==> config.mk <==
export PLATFORM = sky130hd
export DESIGN_NAME = humidity_temp_frame_decoder
export DESIGN_NICKNAME = d
export VERILOG_FILES = /design/src/design/htfd_pkg.sv /design/src/design/htfd_in_stage.sv /design/src/design/htfd_frame.sv /design/src/design/htfd_out_stage.sv /design/src/design/humidity_temp_frame_decoder.sv
export SDC_FILE = /design/constraint.sdc
export NUM_CORES = 1
export LEC_CHECK = 0
export BUFFER_PORTS_ARGS = -buffer_cell sky130_fd_sc_hd__buf_2
export CAP_MARGIN = 20
export CORE_UTILIZATION = 63
export CTS_CLUSTER_SIZE = 16
export DETAILED_ROUTE_END_ITERATION = 12
export GPL_TIMING_DRIVEN = 0
export PLACE_DENSITY = 0.82
export SLEW_MARGIN = 20
export SYNTH_ARGS = -nofsm -noshare
export SYNTH_HDL_FRONTEND = slang
export SYNTH_SLANG_ARGS = --single-unit
==> constraint.sdc <==
create_clock -name i_clk -period 7.15 [get_ports i_clk]
set_input_delay 1.43 -clock i_clk [delete_from_list [all_inputs] [get_ports i_clk]]
set_output_delay 1.43 -clock i_clk [all_outputs]
set_load 0.01 [all_outputs]
==> src/design/htfd_pkg.sv <==
// Shared types, constants and the CRC function of the frame decoder.
// Used by every module of the design; depends on nothing.
package htfd_pkg;

    localparam int FRAME_BYTES = 8;
    localparam int POS_W       = 3;
    localparam logic [POS_W-1:0] LAST_POS  = 3'(FRAME_BYTES - 1);
    localparam logic [POS_W-1:0] CRC_BYTES = 3'(FRAME_BYTES - 2);

    localparam logic [15:0] CRC_INIT = 16'hFFFF;
    localparam logic [15:0] CRC_POLY = 16'hA001;

    localparam logic [1:0] STAT_OK   = 2'd0;
    localparam logic [1:0] STAT_NACK = 2'd1;
    localparam logic [1:0] STAT_CRC  = 2'd2;

    typedef struct packed {
        logic       bus_nack;
        logic       frame_start;
        logic [7:0] rx_byte;
    } t_item;

    typedef struct packed {
        logic [1:0]         status;
        logic signed [15:0] temperature_tenths;
        logic [15:0]        humidity_tenths;
    } t_result;

    // Reflected CRC-16 update by one byte, LSB first.
    function automatic logic [15:0] crc_byte(input logic [15:0] crc, input logic [7:0] b);
        logic [15:0] c;
        c = crc ^ {8'h00, b};
        for (int k = 0; k < 8; k++) begin
            if (c[0]) begin
                c = (c >> 1) ^ CRC_POLY;
            end else begin
                c = c >> 1;
            end
        end
        return c;
    endfunction

endpackage

==> src/design/htfd_in_stage.sv <==
// Input register of the frame decoder: holds one received beat.
// Depends on htfd_pkg.
module htfd_in_stage (
    input  logic            i_clk,
    input  logic            i_rst_n,
    input  logic            i_valid,
    input  htfd_pkg::t_item i_item,
    output logic            o_ready,
    input  logic            i_take,
    output logic            o_valid,
    output htfd_pkg::t_item o_item
);

    logic            r_valid;
    htfd_pkg::t_item r_item;

    assign o_ready = !r_valid || i_take;
    assign o_valid = r_valid;
    assign o_item  = r_item;

    always_ff @(posedge i_clk) begin
        if (!i_rst_n) begin
            r_valid <= 1'b0;
        end else if (o_ready) begin
            r_valid <= i_valid;
        end
    end

    always_ff @(posedge i_clk) begin
        if (o_ready && i_valid) begin
            r_item <= i_item;
        end
    end

endmodule

==> src/design/htfd_frame.sv <==
// Frame tracking, CRC check and field decode for one held beat.
// Depends on htfd_pkg for the CRC function, constants and types.
module htfd_frame (
    input  logic              i_clk,
    input  logic              i_rst_n,
    input  logic              i_valid,
    input  htfd_pkg::t_item   i_item,
    input  logic              i_out_free,
    output logic              o_take,
    output logic              o_res_valid,
    output htfd_pkg::t_result o_res
);

    logic [htfd_pkg::POS_W-1:0] r_pos, n_pos;
    logic [15:0]                r_crc, n_crc;
    logic [7:0]                 r_cap [2:6];

    logic [htfd_pkg::POS_W-1:0] pos_eff;
    logic [15:0]                crc_eff;
    logic [14:0]                mag;
    logic [15:0]                rx_crc;

    assign o_take  = i_valid && i_out_free;
    assign pos_eff = i_item.frame_start ? '0 : r_pos;
    assign crc_eff = i_item.frame_start ? htfd_pkg::CRC_INIT : r_crc;
    assign rx_crc  = {i_item.rx_byte, r_cap[6]};
    assign mag     = {r_cap[4][6:0], r_cap[5]};

    always_comb begin
        n_pos       = r_pos;
        n_crc       = r_crc;
        o_res_valid = 1'b0;
        o_res       = '0;
        if (i_item.bus_nack) begin
            n_pos        = '0;
            n_crc        = htfd_pkg::CRC_INIT;
            o_res_valid  = 1'b1;
            o_res.status = htfd_pkg::STAT_NACK;
        end else if (pos_eff != htfd_pkg::LAST_POS) begin
            n_pos = pos_eff + 1'b1;
            n_crc = (pos_eff < htfd_pkg::CRC_BYTES)
                    ? htfd_pkg::crc_byte(crc_eff, i_item.rx_byte) : crc_eff;
        end else begin
            n_pos       = '0;
            n_crc       = htfd_pkg::CRC_INIT;
            o_res_valid = 1'b1;
            if (rx_crc != crc_eff) begin
                o_res.status = htfd_pkg::STAT_CRC;
            end else begin
                o_res.status          = htfd_pkg::STAT_OK;
                o_res.humidity_tenths = {r_cap[2], r_cap[3]};
                // Sign-magnitude to two's complement; negative zero comes out as zero.
                o_res.temperature_tenths = r_cap[4][7] ? -$signed({1'b0, mag})
                                                       : $signed({1'b0, mag});
            end
        end
    end

    always_ff @(posedge i_clk) begin
        if (!i_rst_n) begin
            r_pos <= '0;
            r_crc <= htfd_pkg::CRC_INIT;
        end else if (o_take) begin
            r_pos <= n_pos;
            r_crc <= n_crc;
        end
    end

    // Only the bytes used later are kept; bytes 0 and 1 are not checked.
    always_ff @(posedge i_clk) begin
        if (o_take && !i_item.bus_nack) begin
            for (int k = 2; k <= 6; k++) begin
                if (pos_eff == 3'(k)) begin
                    r_cap[k] <= i_item.rx_byte;
                end
            end
        end
    end

endmodule

==> src/design/htfd_out_stage.sv <==
// Result register of the frame decoder, drives the output stream.
// Depends on htfd_pkg for the result type.
module htfd_out_stage (
    input  logic              i_clk,
    input  logic              i_rst_n,
    input  logic              i_load,
    input  htfd_pkg::t_result i_res,
    output logic              o_free,
    output logic              o_valid,
    input  logic              i_ready,
    output htfd_pkg::t_result o_res
);

    logic              r_valid;
    htfd_pkg::t_result r_res;

    assign o_free  = !r_valid || i_ready;
    assign o_valid = r_valid;
    assign o_res   = r_res;

    always_ff @(posedge i_clk) begin
        if (!i_rst_n) begin
            r_valid <= 1'b0;
        end else if (o_free) begin
            r_valid <= i_load;
        end
    end

    always_ff @(posedge i_clk) begin
        if (o_free && i_load) begin
            r_res <= i_res;
        end
    end

endmodule

==> src/design/humidity_temp_frame_decoder.sv <==
// Humidity/temperature response frame decoder, top level.
// Depends on htfd_pkg, htfd_in_stage, htfd_frame and htfd_out_stage.
//
// Takes the sensor's 8-byte read response one byte per beat and emits one
// result beat per frame (status, temperature in 0.1 degC as two's complement,
// humidity in 0.1 %RH), or one at once on a nack. A new byte is accepted every
// cycle while the output is not stalled; a result beat is registered in the
// result register from the byte held in the input register. While a result
// beat waits on a stalled output, the held byte stays in the input register
// and the input side stops taking bytes. The rate is set by the frame stage,
// which runs the unrolled 8-bit CRC-16 update combinationally. After the
// eighth byte the next byte begins a new frame even without frame_start.
module humidity_temp_frame_decoder (
    input  logic        i_clk,
    input  logic        i_rst_n,
    input  logic        i_s_tvalid,
    output logic        o_s_tready,
    input  logic [7:0]  i_s_tdata,   // [7:0] rx_byte
    input  logic [1:0]  i_s_tuser,   // [0] frame_start, [1] bus_nack
    output logic        o_m_tvalid,
    input  logic        i_m_tready,
    output logic [31:0] o_m_tdata,   // [15:0] temperature_tenths, [31:16] humidity_tenths
    output logic [1:0]  o_m_tuser    // [1:0] status
);

    htfd_pkg::t_item   in_item, held_item;
    htfd_pkg::t_result res, out_res;
    logic              held_valid, take, res_valid, out_free;

    assign in_item.rx_byte     = i_s_tdata;
    assign in_item.frame_start = i_s_tuser[0];
    assign in_item.bus_nack    = i_s_tuser[1];

    htfd_in_stage u_in (
        .i_clk   (i_clk),
        .i_rst_n (i_rst_n),
        .i_valid (i_s_tvalid),
        .i_item  (in_item),
        .o_ready (o_s_tready),
        .i_take  (take),
        .o_valid (held_valid),
        .o_item  (held_item)
    );

    htfd_frame u_frame (
        .i_clk       (i_clk),
        .i_rst_n     (i_rst_n),
        .i_valid     (held_valid),
        .i_item      (held_item),
        .i_out_free  (out_free),
        .o_take      (take),
        .o_res_valid (res_valid),
        .o_res       (res)
    );

    htfd_out_stage u_out (
        .i_clk   (i_clk),
        .i_rst_n (i_rst_n),
        .i_load  (take && res_valid),
        .i_res   (res),
        .o_free  (out_free),
        .o_valid (o_m_tvalid),
        .i_ready (i_m_tready),
        .o_res   (out_res)
    );

    assign o_m_tdata = {out_res.humidity_tenths, out_res.temperature_tenths};
    assign o_m_tuser = out_res.status;

endmodule

; After elaboration in Yosys (flattened, before gate mapping)
; Memories as Yosys holds them, arrays and structs flattened.
; Index checks and enable logic that the tools add are counted.
[op_classes]
add_sub_neg = 2
n_lt_le_gt_ge = 1
eq_ne = 7
muxes = 62
n_bitwise = 10
n_reduce_logical = 17
[ops]
columns = op, count
row1 = $mux W16, 27
row2 = $mux W33, 1
row3 = $mux W32, 1
row4 = $mux W8, 4
row5 = $reduce_or A8 Y1, 4
row6 = $not A2 Y3, 8
row7 = $mux W1, 21
row8 = $mux W3, 7
row9 = $ne A16 B16 Y1, 1
row10 = $neg A15 Y16, 1
row11 = $xor A16 B8 Y16, 1
row12 = $eq A3 B3 Y1 const B, 3
row13 = $eq A3 B2 Y1 const B, 2
row14 = $logic_and A1 B1 Y1, 5
row15 = $reduce_or A4 Y1, 1
row16 = $add A3 B1 Y3 const B, 1
row17 = $logic_not A1 Y1, 3
row18 = $lt A3 B3 Y1 const B, 1
row19 = $ne A3 B3 Y1 const B, 1
row20 = $reduce_or A3 Y1, 1
row21 = $logic_or A1 B1 Y1, 2
row22 = $mux W2, 1
row23 = $reduce_or A2 Y1, 1
row24 = $not A1 Y1, 1
[totals]
reg_bits = 65
ram_bits = 40
input_bits = 14
output_inout_bits = 36
word_cells = 112
memories = 1
[memory_table]
columns = memory, depth, width, rd, rd_clocked_by_memory_dff, wr, line_no
row1 = u_frame.r_cap, 5, 8, 5, 0, 1, htfd_frame.sv:16  ; logic [7:0] r_cap [2:6];

; Longest topological paths before layout
[depth]
word_depth = 35
mapped_depth = 12

; Modules after synthesis
; From an unflattened synthesis, not the netlist that was laid out.
[unflattened]
hier_cells = 381
area_unflattened_um2 = 4859.7
[modules_own_cells]
columns = module, n_inst, cells_each, area_per_inst_um2
row1 = htfd_frame, 1, 326, 3417.0
row2 = htfd_out_stage, 1, 39, 1078.5
row3 = htfd_in_stage, 1, 15, 357.8
row4 = humidity_temp_frame_decoder, 1, 1, 6.3

; Worst setup path before layout
; Ideal clock, no wire load.
[synth_timing]
path_type = input to output
from = input i_m_tready
to = output o_s_tready
arrival_time_ns = 1.634
slack_ns = 4.086
path_stages = 1
n_path_buf = 0
path_cell_list = nand3b_1
[synth_via]
elab_chain_cells = 3
[synth_lines]
columns = element, line_no
row1 = "start, declared", humidity_temp_frame_decoder.sv:21  ; input logic i_m_tready,
row2 = $logic_or A1 B1 Y1, htfd_out_stage.sv:17  ; assign o_free = !r_valid || i_ready;
row3 = $logic_and A1 B1 Y1, htfd_frame.sv:23  ; assign o_take = i_valid && i_out_free;
row4 = $logic_or A1 B1 Y1, htfd_in_stage.sv:17  ; assign o_ready = !r_valid || i_take;
row5 = "end, declared", humidity_temp_frame_decoder.sv:17  ; output logic o_s_tready,
; Every way passes these cells.

; Final worst setup path
; Ends and elaborated chain as after synthesis.

==> summary.md <==
| Metric | Value |
|---|---|
| DRC Markers | `0` |
| Worst skew pair latency | `~0.37 ns` |
| Count of input and output buffers | `a little under 50` |
| Worst Hold Class | `reg -> reg` |
| Kind of critical path | `in -> out` |
| Overall routing resource usage | `22.8%` |
| Initial antenna violation count | `0` |
| Syn Area/Cell | `12.9 um2` |
| Syn Nets | `~390` |
| Seq/Total Area, Yosys | `about three fifths` |
| Worst-path maximum fanout | `3` |
| RR Endpoint | `u_frame.r_crc[7]$_SDFFE_PN1P_` |
| Die height | `89.3 um` |
| Synthesized instance count | `between 300 and 400` |
| Fill cell count | `~510` |
| Share of the synthesized area in the top cell type | `between 50% and 60%` |
| Setup-failing EPs final | `0` |
| Post-synthesis cell type count | `slightly below 50` |
| Post_cts resized | `0` |
| Largest net degree at the start of global routing | `35` |
| Number of vias per cell | `~5.6` |
| Synth area leaders | `edfxtp_1, dfxtp_1, xnor2_1, and3_1, xor2_1` |
| RSZ-0062 raised after global routing | `no` |
| Post-synth EDFFs | `84` |
| Worst VDD drop | `about 0.00019 V` |
| Critical path arrival | `about 1.9 ns` |
| Share of cells above drive strength 1 | `~22%` |
| Slew @ Worst Pin | `0.693 ns` |
| Synth Area in Simple Gates | `14.4%` |
| Hold Buf Count CTS | `0` |
| Die W | `about 89 um` |
| Post-synthesis compound-gate area fraction | `approximately 7%` |
| Crit. End Element | `primary output` |
| Critical path destination | `o_s_tready` |
| Initial Utilization | `65.9%` |
| Max-slew headroom | `a little over half` |
| Post-CTS Setup Inserts | `0` |
| ANT nets after route | `0` |
| F_max | `304 MHz` |
| Drt first pass iters | `5` |
| CTS Buf Count | `9` |
| Mux contribution to synthesized area | `about 1.6%` |
| Vias in the first global route | `2756` |
| Setup TNS | `0 ns` |
| Num ports | `50` |
| FF/Latch Area | `2940 um2` |
| RR Startpoint | `u_in.o_item[8]$_DFFE_PP_` |
| DR iter-0 viols | `~150` |
| CTS tree | `yes` |
| Pwr per Cell Area | `~220 nW/um2` |
| Fin. Hold Viols | `0` |
| Fin crit share | `45.9%` |
| Max-Cap Viols | `0` |
| Primary FF master, synth | `edfxtp_1` |
| ANT cells | `0` |
| Die ar. | `around 8000 um2` |
| Cell count of the worst reg-to-reg path | `12` |
| Depth of the CTS H-tree | `3` |
| Sink Count | `around 110` |
| Status | `completed` |
| Vias | `between 2000 and 3000` |
| Footprint of the multi-input gates | `~1700 um2` |
| Clock tree root buffer cell | `clkbuf_8` |
| P&R area growth vs syn | `11.9%` |
| Nets@finish | `between 400 and 500` |
| Core area | `7290 um2` |
| Leakage Power | `2.05 nW` |
| Leading area contributor after synthesis | `edfxtp_1` |
| CTS clk-pin slew, worst paths | `about 0.10 ns` |
| Worst path required time | `5.72 ns` |
| Finished Core Util | `roughly three quarters` |
| Synthesized cell area | `roughly 4800 um2` |
| FFs w/ async S/R, synth | `0%` |
| # rows | `31` |
| First-pass GRT wire length | `~13000 um` |
| Xor-xnor portion of the synthesized cell area | `between 10% and 20%` |
| Clock skew | `about 0.018 ns` |
| Synth Area in Adders | `between 1.5 and 2%` |
| WL per Instance | `15.5 um` |
| Ys Warns | `0` |
| GPL Wtd Cong | `0.873` |
| Final wirelength | `just over 8000 um` |
| Global route overflow | `0` |
| Period minus WS final | `approximately 3.3 ns` |
| Fin. max-slew vios | `0` |
| Largest family of logic cells by synthesized area | `simple AND/OR/NAND/NOR gates` |
| CP Launch Type | `input pin` |
| Number of synthesized register bits | `approximately 110` |
| Reg-to-reg setup timing slack | `about 4.1 ns` |
| CP Launch Point | `i_m_tready` |
| Hpwl dp | `slightly below 6000 um` |
| CTS max path bufs | `2` |
## logic make-up after synthesis
logic type | Yosys count
buffers and inverters | 32
XOR/XNOR | 50
AO/OA/AOI/OAI | 48
multiplexers | 7
flip-flops | 105
AND/OR/NAND/NOR | 122
adder cells (fa/ha/maj) | 7
## layout make-up
cell class	count	area share, %
plain buffers	24	2.54
clock buffers	9	2.31
clock inverters	7	1.26
inverters	8	0.559
multi-input cells	234	31.7
flip-flops and latches	105	54.8
well taps	99	2.31
repair buffers	49	4.56
## per-layer routing
metal | vias to the layer above | GRT usage [%] | part of all wire (%)
met4 | 0 | 10.4 | 2.3
met2 | 101 | 40.0 | 51
met1 | 1389 | 27.1 | 41
met5 | - | 0 | 0
li1 | 1475 | - | -
met3 | 17 | 4.71 | 5.5
## worst min-delay path by stage
stage | start | end | cells after the start
6_report | u_in.o_item[9]$_DFFE_PP_ | u_out.o_res[32]$_SDFFCE_PP1P_ | 0
5_1_grt | u_in.o_item[9]$_DFFE_PP_ | u_out.o_res[32]$_SDFFCE_PP1P_ | 0
4_1_cts | u_in.o_item[9]$_DFFE_PP_ | u_out.o_res[32]$_SDFFCE_PP1P_ | 0
3_5_place_dp | u_in.o_item[9]$_DFFE_PP_ | u_out.o_res[32]$_SDFFCE_PP1P_ | 0
3_3_place_gp | u_in.o_item[9]$_DFFE_PP_ | u_out.o_res[32]$_SDFFCE_PP1P_ | 0
2_1_floorplan | u_in.o_item[9]$_DFFE_PP_ | u_out.o_res[32]$_SDFFCE_PP1P_ | 0
## cells in the mapped netlist, drive strengths merged (9+ instances only)
library cell / n
edfxtp: 84
xnor2: 34
and3: 31
nand2: 22
dfxtp: 21
nor2: 18
o211ai: 13
xor2: 13
buf: 12
clkbuf: 12
a31oi: 10
nand3: 9
nor4: 9
## registers in the layout, indices dropped and copies added, names as in the netlist
name           flops
u_frame.r_cap     40
u_frame.r_crc     16
u_frame.r_pos      3
u_in.o_item       10
u_in.o_valid       1
u_out.o_res       34
u_out.o_valid      1
## per-stage QoR
step / power [mW] / hold WS [ns] / worst slack, ns / cell area, um2 / instances
finish: 1.16 / 0.462 / 3.87 / 5370 / 535
global route: 1.20 / 0.478 / 3.83 / 5370 / 535
CTS: 1.17 / 0.462 / 3.86 / 5370 / 535
detailed placement: 0.821 / 0.437 / 3.83 / 5180 / 519
global placement: 0.816 / 0.432 / 3.82 / 5170 / 519
floorplan: 0.790 / 0.424 / 4.09 / 4800 / 371
## placed cells by master, fill, tap and decap left out, types with 2 or more instances in the layout
cell type  netlist  routed
nor3_2           1       2
mux2_2           6       6
a21boi_0         2       2
nor3b_1          3       2
nor2_1          17      17
clkbuf_1        11      11
nor3_1           7       6
xnor3_1          2       2
or4_1            2       2
and3_1          31      31
a31oi_1         10      10
ha_1             7       7
nor4_1           7       7
buf_6            5       5
nor2b_1          5       5
a21oi_1          3       3
dfxtp_1         21      21
o31ai_1          4       4
xnor2_1         33      33
a22o_1           4       4
inv_8            0       4
nand2b_1         4       4
o21ai_0          8       8
xor2_1          13      13
clkbuf_8         0       9
and2_1           4       4
inv_1            8       7
nand2_1         22      22
edfxtp_1        84      84
o211ai_1        12      12
nand3_1          9       9
buf_2            6      55
a21o_1           2       2
## power by group
part	switching, mW	total, mW	internal [mW]
sequential	0.0177	0.692	0.674
combinational	0.0573	0.115	0.0580
clock	0.216	0.354	0.138
total	0.291	1.16	0.870
## critical path, stage by stage
cell,delay (ns)
buf_2,0.10
nand3b_1,0.17
buf_2,0.15
Note: power is estimated with default switching activity, not from simulation.
